==> config.mk <==
export PLATFORM = sky130hd
export DESIGN_NAME = shell_process_control_detector_flat
export DESIGN_NICKNAME = d
export VERILOG_FILES = /design/src/hw/rtl/scd_pkg.sv /design/src/hw/rtl/scd_if.sv /design/src/hw/rtl/scd_front.sv /design/src/hw/rtl/scd_fifo.sv /design/src/hw/rtl/scd_back.sv /design/src/hw/rtl/shell_process_control_detector.sv /design/src/flat_wrapper.sv
export SDC_FILE = /design/constraint.sdc
export NUM_CORES = 1
export LEC_CHECK = 0
export BUFFER_PORTS_ARGS = -buffer_cell sky130_fd_sc_hd__buf_2
export CORE_MARGIN = 2
export CORE_UTILIZATION = 40
export DETAILED_ROUTE_END_ITERATION = 7
export PLACE_DENSITY = 0.56
export SKIP_CTS_REPAIR_TIMING = 1
export SLEW_MARGIN = 15
export SYNTH_ARGS = -nofsm -noshare
export SYNTH_HDL_FRONTEND = slang
export SYNTH_HIERARCHICAL = 1
export SYNTH_SLANG_ARGS = --single-unit
==> constraint.sdc <==
create_clock -name i_clk -period 4.23 [get_ports i_clk]
set_clock_uncertainty 0.05 [all_clocks]
set_input_delay 0.6345 -clock i_clk [delete_from_list [all_inputs] [get_ports i_clk]]
set_output_delay 0.6345 -clock i_clk [all_outputs]
set_load 0.02 [all_outputs]
==> src/hw/rtl/scd_pkg.sv <==
package scd_pkg;

    localparam int NUM_WORDS = 5;
    localparam int LEN_W     = 4;

    localparam logic [7:0] CHAR_AMP = 8'h26;
    localparam logic [7:0] CHAR_GT  = 8'h3E;
    localparam logic [7:0] CHAR_LT  = 8'h3C;

    // Word slots: kill, killall, pkill, nohup, disown.
    localparam logic [2:0] W_KILL    = 3'd0;
    localparam logic [2:0] W_KILLALL = 3'd1;
    localparam logic [2:0] W_PKILL   = 3'd2;
    localparam logic [2:0] W_NOHUP   = 3'd3;
    localparam logic [2:0] W_DISOWN  = 3'd4;

    typedef enum logic [1:0] {
        CLS_NONE = 2'd0,
        CLS_AMP  = 2'd1,
        CLS_GT   = 2'd2,
        CLS_LT   = 2'd3
    } t_cls;

    typedef enum logic [3:0] {
        LTR_OTHER,
        LTR_A, LTR_D, LTR_H, LTR_I, LTR_K, LTR_L,
        LTR_N, LTR_O, LTR_P, LTR_S, LTR_U, LTR_W
    } t_letter;

    typedef struct packed {
        logic    word;
        t_cls    cls;
        t_letter letter;
        logic    last;
    } t_token;

    typedef struct packed {
        logic kill_found;
        logic nohup_found;
        logic disown_found;
        logic background_found;
    } t_result;

    function automatic logic [LEN_W-1:0] word_len(input logic [2:0] w);
        logic [LEN_W-1:0] len;
        case (w)
            W_KILL:    len = 4'd4;
            W_KILLALL: len = 4'd7;
            W_PKILL:   len = 4'd5;
            W_NOHUP:   len = 4'd5;
            W_DISOWN:  len = 4'd6;
            default:   len = 4'd0;
        endcase
        return len;
    endfunction

    // Letter expected at a position of a word; only meaningful below its length.
    function automatic t_letter word_letter(input logic [2:0] w, input logic [2:0] pos);
        t_letter l;
        l = LTR_OTHER;
        case (w)
            W_KILL, W_KILLALL: begin
                case (pos)
                    3'd0:    l = LTR_K;
                    3'd1:    l = LTR_I;
                    3'd4:    l = LTR_A;
                    default: l = LTR_L;
                endcase
            end
            W_PKILL: begin
                case (pos)
                    3'd0:    l = LTR_P;
                    3'd1:    l = LTR_K;
                    3'd2:    l = LTR_I;
                    default: l = LTR_L;
                endcase
            end
            W_NOHUP: begin
                case (pos)
                    3'd0:    l = LTR_N;
                    3'd1:    l = LTR_O;
                    3'd2:    l = LTR_H;
                    3'd3:    l = LTR_U;
                    default: l = LTR_P;
                endcase
            end
            W_DISOWN: begin
                case (pos)
                    3'd0:    l = LTR_D;
                    3'd1:    l = LTR_I;
                    3'd2:    l = LTR_S;
                    3'd3:    l = LTR_O;
                    3'd4:    l = LTR_W;
                    default: l = LTR_N;
                endcase
            end
            default: l = LTR_OTHER;
        endcase
        return l;
    endfunction

endpackage

==> src/hw/rtl/scd_if.sv <==
interface scd_in_if;
    logic       valid;
    logic       ready;
    logic [7:0] byte_value;
    logic       last_byte;

    modport source (output valid, output byte_value, output last_byte, input ready);
    modport sink (input valid, input byte_value, input last_byte, output ready);
endinterface

interface scd_out_if;
    logic valid;
    logic ready;
    logic kill_found;
    logic nohup_found;
    logic disown_found;
    logic background_found;

    modport source (output valid, output kill_found, output nohup_found,
                    output disown_found, output background_found, input ready);
    modport sink (input valid, input kill_found, input nohup_found,
                  input disown_found, input background_found, output ready);
endinterface

==> src/hw/rtl/scd_front.sv <==
module scd_front
    import scd_pkg::*;
(
    input  logic [7:0] i_byte_value,
    input  logic       i_last_byte,
    output t_token     o_token
);

    logic    is_upper;
    logic    is_lower;
    logic    is_digit;
    t_letter letter;
    t_cls    cls;

    assign is_upper = (i_byte_value >= 8'h41) && (i_byte_value <= 8'h5A);
    assign is_lower = (i_byte_value >= 8'h61) && (i_byte_value <= 8'h7A);
    assign is_digit = (i_byte_value >= 8'h30) && (i_byte_value <= 8'h39);

    always_comb begin
        case (i_byte_value)
            8'h61:   letter = LTR_A;
            8'h64:   letter = LTR_D;
            8'h68:   letter = LTR_H;
            8'h69:   letter = LTR_I;
            8'h6B:   letter = LTR_K;
            8'h6C:   letter = LTR_L;
            8'h6E:   letter = LTR_N;
            8'h6F:   letter = LTR_O;
            8'h70:   letter = LTR_P;
            8'h73:   letter = LTR_S;
            8'h75:   letter = LTR_U;
            8'h77:   letter = LTR_W;
            default: letter = LTR_OTHER;
        endcase
    end

    always_comb begin
        case (i_byte_value)
            CHAR_AMP: cls = CLS_AMP;
            CHAR_GT:  cls = CLS_GT;
            CHAR_LT:  cls = CLS_LT;
            default:  cls = CLS_NONE;
        endcase
    end

    assign o_token.word   = is_upper | is_lower | is_digit | (i_byte_value == 8'h5F);
    assign o_token.cls    = cls;
    assign o_token.letter = letter;
    assign o_token.last   = i_last_byte;

endmodule

==> src/hw/rtl/scd_fifo.sv <==
module scd_fifo
    import scd_pkg::*;
(
    input  logic   i_clk,
    input  logic   i_rst_n,
    input  logic   i_push,
    input  t_token i_data,
    output logic   o_full,
    input  logic   i_pop,
    output logic   o_empty,
    output t_token o_data
);

    t_token     r_mem [2];
    logic       r_wptr;
    logic       r_rptr;
    logic [1:0] r_count;

    assign o_full  = r_count[1];
    assign o_empty = (r_count == 2'd0);
    assign o_data  = r_mem[r_rptr];

    always_ff @(posedge i_clk) begin
        if (i_push) begin
            r_mem[r_wptr] <= i_data;
        end
    end

    always_ff @(posedge i_clk) begin
        if (!i_rst_n) begin
            r_wptr  <= 1'b0;
            r_rptr  <= 1'b0;
            r_count <= 2'd0;
        end else begin
            if (i_push) begin
                r_wptr <= ~r_wptr;
            end
            if (i_pop) begin
                r_rptr <= ~r_rptr;
            end
            case ({i_push, i_pop})
                2'b10:   r_count <= r_count + 2'd1;
                2'b01:   r_count <= r_count - 2'd1;
                default: r_count <= r_count;
            endcase
        end
    end

endmodule

==> src/hw/rtl/scd_back.sv <==
module scd_back
    import scd_pkg::*;
(
    input  logic    i_clk,
    input  logic    i_rst_n,
    input  logic    i_tok_valid,
    input  t_token  i_tok,
    output logic    o_tok_pop,
    output logic    o_valid,
    output t_result o_result,
    input  logic    i_ready
);

    logic [NUM_WORDS-1:0] r_cand;
    logic [LEN_W-1:0]     r_len;
    logic [2:0]           r_flags;
    logic                 r_amp;
    t_cls                 r_prev;
    logic                 r_bg;
    logic                 r_out_valid;
    t_result              r_out;

    logic [NUM_WORDS-1:0] n_cand;
    logic [LEN_W-1:0]     n_len;
    logic [2:0]           n_flags;
    logic                 n_amp;
    logic                 n_bg;
    logic [NUM_WORDS-1:0] hit_close;
    logic [NUM_WORDS-1:0] hit_last;
    logic [NUM_WORDS-1:0] ext_cand;
    logic [2:0]           fin_flags;
    logic                 pop;

    // A final byte may only move on when the result register is free or draining.
    assign pop       = i_tok_valid && (!i_tok.last || !r_out_valid || i_ready);
    assign o_tok_pop = pop;
    assign o_valid   = r_out_valid;
    assign o_result  = r_out;

    always_comb begin
        for (int i = 0; i < NUM_WORDS; i++) begin
            ext_cand[i]  = r_cand[i] && (r_len < word_len(3'(i))) &&
                           (word_letter(3'(i), r_len[2:0]) == i_tok.letter);
            hit_close[i] = r_cand[i] && (r_len != '0) && (r_len == word_len(3'(i)));
        end
    end

    always_comb begin
        if (i_tok.word) begin
            n_cand  = ext_cand;
            n_len   = (r_len == '1) ? r_len : r_len + LEN_W'(1);
            n_flags = r_flags;
        end else begin
            n_cand  = '1;
            n_len   = '0;
            n_flags = r_flags | {hit_close[W_DISOWN], hit_close[W_NOHUP],
                                 |hit_close[W_PKILL:W_KILL]};
        end
        for (int i = 0; i < NUM_WORDS; i++) begin
            hit_last[i] = n_cand[i] && (n_len != '0) && (n_len == word_len(3'(i)));
        end
        fin_flags = n_flags | {hit_last[W_DISOWN], hit_last[W_NOHUP],
                               |hit_last[W_PKILL:W_KILL]};
        n_bg  = r_bg | (r_amp && (i_tok.cls != CLS_AMP) && (i_tok.cls != CLS_GT));
        n_amp = (i_tok.cls == CLS_AMP) && (r_prev == CLS_NONE);
    end

    always_ff @(posedge i_clk) begin
        if (!i_rst_n) begin
            r_cand      <= '1;
            r_len       <= '0;
            r_flags     <= '0;
            r_amp       <= 1'b0;
            r_prev      <= CLS_NONE;
            r_bg        <= 1'b0;
            r_out_valid <= 1'b0;
        end else begin
            if (pop && i_tok.last) begin
                r_cand      <= '1;
                r_len       <= '0;
                r_flags     <= '0;
                r_amp       <= 1'b0;
                r_prev      <= CLS_NONE;
                r_bg        <= 1'b0;
                r_out_valid <= 1'b1;
            end else begin
                if (pop) begin
                    r_cand  <= n_cand;
                    r_len   <= n_len;
                    r_flags <= n_flags;
                    r_amp   <= n_amp;
                    r_prev  <= i_tok.cls;
                    r_bg    <= n_bg;
                end
                if (i_ready) begin
                    r_out_valid <= 1'b0;
                end
            end
        end
    end

    always_ff @(posedge i_clk) begin
        if (pop && i_tok.last) begin
            r_out.kill_found       <= fin_flags[0];
            r_out.nohup_found      <= fin_flags[1];
            r_out.disown_found     <= fin_flags[2];
            r_out.background_found <= n_bg | n_amp;
        end
    end

endmodule

==> src/hw/rtl/shell_process_control_detector.sv <==
// Shell process-control detector. Command bytes enter one per transfer on i_in, with
// last_byte set on the final byte; one transfer leaves on o_out per command, flagging
// the whole words kill/killall/pkill, nohup and disown and any backgrounding ampersand.
// The block takes one byte per clock cycle: a classifier feeds a two-entry queue, and
// the scanner behind it retires one queued byte per cycle into the word and ampersand
// state. A result sits in an output register, so bytes of the next command keep
// flowing while it waits; only a further final byte stalls until the result is taken.
// A final byte passes through the queue to the scanner, which registers its result onto o_out.
module shell_process_control_detector
    import scd_pkg::*;
(
    input  logic      i_clk,
    input  logic      i_rst_n,
    scd_in_if.sink    i_in,
    scd_out_if.source o_out
);

    t_token  front_tok;
    t_token  q_tok;
    logic    q_full;
    logic    q_empty;
    logic    q_pop;
    logic    push;
    t_result result;

    assign i_in.ready = !q_full;
    assign push       = i_in.valid && !q_full;

    scd_front u_front (
        .i_byte_value (i_in.byte_value),
        .i_last_byte  (i_in.last_byte),
        .o_token      (front_tok)
    );

    scd_fifo u_fifo (
        .i_clk   (i_clk),
        .i_rst_n (i_rst_n),
        .i_push  (push),
        .i_data  (front_tok),
        .o_full  (q_full),
        .i_pop   (q_pop),
        .o_empty (q_empty),
        .o_data  (q_tok)
    );

    scd_back u_back (
        .i_clk       (i_clk),
        .i_rst_n     (i_rst_n),
        .i_tok_valid (!q_empty),
        .i_tok       (q_tok),
        .o_tok_pop   (q_pop),
        .o_valid     (o_out.valid),
        .o_result    (result),
        .i_ready     (o_out.ready)
    );

    assign o_out.kill_found       = result.kill_found;
    assign o_out.nohup_found      = result.nohup_found;
    assign o_out.disown_found     = result.disown_found;
    assign o_out.background_found = result.background_found;

endmodule

==> src/flat_wrapper.sv <==
// flat-port wrapper written by rule: the top's interface ports become plain ports
module shell_process_control_detector_flat import scd_pkg::*;
  (i_clk, i_rst_n, i_in_valid, i_in_byte_value, i_in_last_byte, i_in_ready, o_out_valid, o_out_kill_found, o_out_nohup_found, o_out_disown_found, o_out_background_found, o_out_ready);
  scd_in_if i_in_i ();
  scd_out_if o_out_i ();
  input  logic i_clk;
  input  logic i_rst_n;
  input wire logic [$bits(i_in_i.valid)-1:0] i_in_valid;
  input wire logic [$bits(i_in_i.byte_value)-1:0] i_in_byte_value;
  input wire logic [$bits(i_in_i.last_byte)-1:0] i_in_last_byte;
  output wire logic [$bits(i_in_i.ready)-1:0] i_in_ready;
  output wire logic [$bits(o_out_i.valid)-1:0] o_out_valid;
  output wire logic [$bits(o_out_i.kill_found)-1:0] o_out_kill_found;
  output wire logic [$bits(o_out_i.nohup_found)-1:0] o_out_nohup_found;
  output wire logic [$bits(o_out_i.disown_found)-1:0] o_out_disown_found;
  output wire logic [$bits(o_out_i.background_found)-1:0] o_out_background_found;
  input wire logic [$bits(o_out_i.ready)-1:0] o_out_ready;
  assign i_in_i.valid = i_in_valid;
  assign i_in_i.byte_value = i_in_byte_value;
  assign i_in_i.last_byte = i_in_last_byte;
  assign i_in_ready = i_in_i.ready;
  assign o_out_valid = o_out_i.valid;
  assign o_out_kill_found = o_out_i.kill_found;
  assign o_out_nohup_found = o_out_i.nohup_found;
  assign o_out_disown_found = o_out_i.disown_found;
  assign o_out_background_found = o_out_i.background_found;
  assign o_out_i.ready = o_out_ready;
  shell_process_control_detector u_core (.i_clk(i_clk), .i_rst_n(i_rst_n), .i_in(i_in_i), .o_out(o_out_i));
endmodule
# Word level (Yosys, flattened, before mapping)

Memory sizes are Yosys's and may differ from the RTL's. A register that Yosys moved wholly into a read port is not among the register bits.
Index checks and enable logic that the tools add are counted.

Word-level logic and storage cells: 148
Bits in writable memories: 16
Output and inout bits: 6
Memories kept: 1
Bits in registers: 25

Memories:

| memory              | depth | width | rd ports | clocked after Yosys merged registers in | write ports | line           | text |
|---|---|---|---|---|---|---|---|
| u_core.u_fifo.r_mem | 2     | 8     | 1        | 1                                       | 1           | scd_fifo.sv:14 | `t_token r_mem [2];` |

Magnitude comparators: 10
Multiplexer cells: 17
Reductions and logical operators: 55
Add/sub/neg operators: 3
Bitwise operators: 10
Eq/ne operators: 38

Operators with widths:

| cell               | count |
|---|---|
| $eq 8x7->1 const B | 13 |
| $pmux 4 s12        | 1 |
| $logic_and 1x1->1  | 39 |
| $eq 4x3->1 const B | 8 |
| $eq 8x6->1 const B | 3 |
| $pmux 4 s5         | 1 |
| $eq 4x4->1         | 4 |
| $ge 8x7->1 const B | 2 |
| $le 8x7->1 const B | 2 |
| $lt 4x3->1 const B | 4 |
| $pmux 4 s4         | 1 |
| $pmux 4 s3         | 1 |
| $pmux 3 s3         | 1 |
| $ge 8x6->1 const B | 1 |
| $le 8x6->1 const B | 1 |
| $mux 4             | 2 |
| $reduce_bool 4->1  | 2 |
| $eq 3x2->1 const B | 2 |
| $mux 1             | 6 |
| $or 3x3->3         | 2 |
| $pmux 2 s3         | 1 |
| $reduce_or 3->1    | 2 |
| $mux 5             | 1 |
| $or 1x1->1         | 5 |
| 19 further kinds   | 28 |

# Depth between registers and ports, before layout

Depth after elaboration: 9
Depth in mapped cells: 10
Mapped depth without buffers: 8

# Modules after synthesis

Netlist, hierarchy kept.

Modules (own cells, without submodules):

| module                         | cells an instance | sequential area each (µm²) | area an instance (µm²) | times used |
|---|---|---|---|---|
| scd_back                       | 179               | 460.4                      | 1521.5                 | 1 |
| scd_fifo                       | 46                | 580.6                      | 783.3                  | 1 |
| scd_front                      | 48                | 0.0                        | 336.6                  | 1 |
| shell_process_control_detector | 3                 | 0.0                        | 13.8                   | 1 |

# Worst setup path after synthesis

OpenSTA, ideal clock, no wires.

Path kind: register to register
Start point: register (tool-made name)
End point: register u_core/u_back/o_result[3] (netlist name)
Path slack: 1953 ps
Library setup time: 262 ps
Arrival time: 1966 ps
Period minus slack after synthesis: 2277 ps
Cell stages (with the launch flop): 8
Cell sequence: dfxtp_1 -> buf_2 -> mux2_2 -> buf_4 -> nor4b_1 -> a211oi_1 -> o21ai_0 -> a311o_2

# Final worst setup path

Start point: register u_core.u_back.r_len[2]
End point: register u_core/u_back/o_result[3] (netlist name)

Longest elaborated chain between the ends: 9
Elaborated cells on any way between the ends: 47
Classes of those cells: 1 x add/sub; 3 x order compare; 12 x eq/ne; 6 x mux; 2 x bitwise; 23 x reduce/logical

Ends and longest elaborated chain:

| element                                                             | line           | text |
|---|---|---|
| from (decl)                                                         | scd_back.sv:15 | `logic [LEN_W-1:0] r_len;` |
| from (signal assigned)                                              | scd_back.sv:89 | `r_len <= n_len;` |
| parallel branches: the longest is 8 deep, another holds $add 4x1->4 | n/a            |  |
| $or 3x3->3 (*)                                                      | scd_back.sv:62 | `fin_flags = n_flags \| {hit_last[W_DISOWN], hit_last[W_NOHUP],` |
| named net u_core.u_back.fin_flags[0]                                | scd_back.sv:31 | `logic [2:0] fin_flags;` |

Mark *: on every way through the listed nets, which the timed path passes.
A chain may end at the register's enable or synchronous reset.

==> out/results.ini <==
[yosys]
postSynthCellCount=276
synth_async_sr_flop_share_pct=0
muxShareOfSynthArea_pct=4.147
synth_fa_ha_area_share_pct=2.828
yosys_most_used_dff=dfxtp_1
synth_most_common_cell=dfxtp_1
yosys_warnings=6
synth_top_family_by_area=simple AND/OR/NAND/NOR gates
yosysUniqueCellTypes=65
synth_compound_area_share_pct=19.23
ys_seq_elements=42
synth_common_cells=dfxtp_1, edfxtp_1, nand2_1
synth-simple-area-share_pct=22.43
synthXorXnorAreaFrac_pct=4.288
netlist_area_mm2=0.002655
synth-seq-area-share_pct=39.21
synth_top_cell_by_area=edfxtp_1
synth.top_cell.area_share_pct=22.62
synth_area_leaders=edfxtp_1, dfxtp_1, mux2_2
syn_avg_cell_area_um2=9.620
synthesis.nets=295
synth_edf_count=20

[timing]
final_hold_viol_count=0
min_period_over_period_pct=67.86
hold_ws_ns=0.4148
fmax_ghz=0.3484
finalCriticalPeriod_ns=2.870
finalSetupViolCount=0
slew_headroom_pct=46.49
final.setup.tns_ns=0
tightest_slew_ns=0.7997
slew_violations=0
rsz0062_at_grt=false

[drt]
wl_per_cell_um=15.03
vias=2054
drt_wl_total_um=5394
drc_errors=0
via_per_inst=5.721
drt_first_iter_violations=116
ant_nets=0
dr.pass1.iters=4

[critical_path]
critPathLaunchType=flip-flop
worst-r2r-cell-count=7
critPathArrivalTime_ns=2.99
endpoint_kind=flip-flop
r2r-start=u_core/u_back/r_len[2]$_SDFFE_PP0P_
path_max_fanout=21
rrSetupSlack_ns=1.36
cp.required_ns=4.35
critPathCapture=u_core/u_back/o_result[3]$_DFFE_PP_
crit_path_start=u_core/u_back/r_len[2]$_SDFFE_PP0P_
crit_type=reg2reg
r2r-end=u_core/u_back/o_result[3]$_DFFE_PP_

[die]
rows=29
initial_core_util_pct=41.58
die_x_um=85.47
coreArea_mm2=0.006386
dieArea_mm2=0.007305
die-height_um=85.47
ios=19

[global_routing]
antenna_found_initial=0
grt_max_degree=22
grt_pass1_wl_um=9439
track_usage_pct=16.22
grt_remaining_overflow=0
grt_pass1_vias=1960

[hold_path]
hold_class=reg2reg

[cells_and_area]
area_growth_syn_to_layout_pct=5.655
drive_gt1_share_pct=14.89
multi_input_area_mm2=0.001405
final_area_mm2=0.002805
nFillCells=638
n_antenna_cell=0
instances_no_fill=359
fin_util_pct=43.93
ff_latch_area_mm2=0.001041
nets=300

[clock_network]
h-tree-depth=2
cts.sinks=42
cts_buffer_depth=2
insertion_delay_ns=0.29
cts.clk_slew.worst_paths_ns=0.09
numCtsBuffers=5
cts_tree=done
root_buffer=clkbuf_8

[power]
p_per_area_mw_per_mm2=528.8
p_leak_nw=1.035
vdd_drop_max_v=0.0002608

[placed_design]
dp.cells=351
port_buffers=18
dp_hpwl_um=3735
gp_congestion=0.7880
dpl_cell_area_mm2=0.002693

[job]
drv_cap=0

[status]
status=finished, final reports clean

state kept, by name (all words and copies together), names as in the netlist, named ones only:
signal / cells
u_core/u_back/o_result: 4
u_core/u_back/r_prev: 2
u_core/u_fifo/r_rptr: 1
u_core/u_back/r_cand: 5
u_core/u_back/r_amp: 1
u_core/u_fifo/r_wptr: 1
u_core/u_fifo/r_count: 2
u_core/u_back/r_bg: 1
u_core/u_back/o_valid: 1
u_core/u_back/r_flags: 3
u_core/u_back/r_len: 4
u_core/u_fifo/r_mem: 16
stage by stage:
| stage | setup slack [ns] | total power (W) |
|---|---|---|
| finish | 1.360 | 0.001483 |
| global route | 1.101 | 0.001607 |
| CTS | 1.384 | 0.001497 |
| detailed placement | 1.271 | 0.001174 |
| global placement | 1.355 | 0.001171 |
| floorplan | 1.953 | 0.001078 |
cell type report:
type / instances / share of cell area (%)
clock inverters: 3 / 1.561
clock buffers: 5 / 2.453
repair buffers: 19 / 3.479
well taps: 77 / 3.434
inverters: 14 / 1.873
flip-flops and latches: 42 / 37.11
multi-input cells: 199 / 50.09
cell families (layout without fill, tap and decap cells):
logic type,after synthesis,after routing
flip-flops,42,42
adder cells (fa/ha/maj),6,6
multiplexers,10,10
buffers and inverters,35,41
AND/OR/NAND/NOR,99,99
AO/OA/AOI/OAI,71,71
XOR/XNOR,13,13
per-layer routing:
layer / wire [um] / up-vias / part of all wire [%] / GRT usage [%]
met4: 91 / 0 / 1.7 / 6.926
li1: - / 1037 / - / -
met1: 2626 / 958 / 49 / 22.63
met2: 2461 / 50 / 46 / 24.57
met5: 0 / - / 0 / 0
met3: 214 / 9 / 4.0 / 3.016
critical path, cell delays in order (launching register included):
cell      delay [ns]
dfxtp_1         0.75
inv_1           0.31
ha_1            0.41
nor4bb_1        0.29
mux2i_1         0.18
nor3b_1         0.38
and4b_1         0.26
a311o_2         0.11
placed cells by master, fill, tap and decap left out, types with 3 or more instances in the layout:
master | synthesis | layout
and3_1 | 3 | 3
and4_1 | 3 | 3
o21ai_0 | 12 | 12
a21oi_1 | 17 | 17
xnor2_1 | 6 | 6
o21a_1 | 5 | 5
nand2_1 | 20 | 20
nor2_1 | 16 | 16
a211oi_1 | 4 | 4
nor3_1 | 7 | 7
a31oi_1 | 4 | 4
dfxtp_1 | 22 | 22
inv_1 | 13 | 13
nor4b_1 | 3 | 3
nor4bb_1 | 6 | 6
or3_1 | 4 | 4
mux2_2 | 8 | 8
and2_1 | 7 | 7
nand3_1 | 4 | 4
nor4_1 | 3 | 3
nor2b_1 | 5 | 5
clkbuf_8 | 1 | 5
ha_1 | 6 | 6
buf_2 | 6 | 18
xor2_1 | 7 | 7
edfxtp_1 | 20 | 20
power breakdown:
part | switching [W] | internal [W]
logic | 0.000362 | 0.000241
clock network | 0.000142 | 0.000177
registers | 0.0000548 | 0.000506
worst min path at each step:
stage	start	to	cells past startpoint
3_3_place_gp	u_core/u_back/r_prev[0]$_SDFFE_PP0P_	u_core/u_back/r_prev[0]$_SDFFE_PP0P_	2
3_5_place_dp	u_core/u_back/r_prev[0]$_SDFFE_PP0P_	u_core/u_back/r_prev[0]$_SDFFE_PP0P_	2
5_1_grt	u_core/u_back/r_prev[1]$_SDFFE_PP0P_	u_core/u_back/r_prev[1]$_SDFFE_PP0P_	2
6_report	u_core/u_back/r_prev[0]$_SDFFE_PP0P_	u_core/u_back/r_prev[0]$_SDFFE_PP0P_	2
2_1_floorplan	u_core/u_back/r_prev[0]$_SDFFE_PP0P_	u_core/u_back/r_prev[0]$_SDFFE_PP0P_	2
4_1_cts	u_core/u_back/r_prev[0]$_SDFFE_PP0P_	u_core/u_back/r_prev[0]$_SDFFE_PP0P_	2
Note: power is estimated with default switching activity, not from simulation.
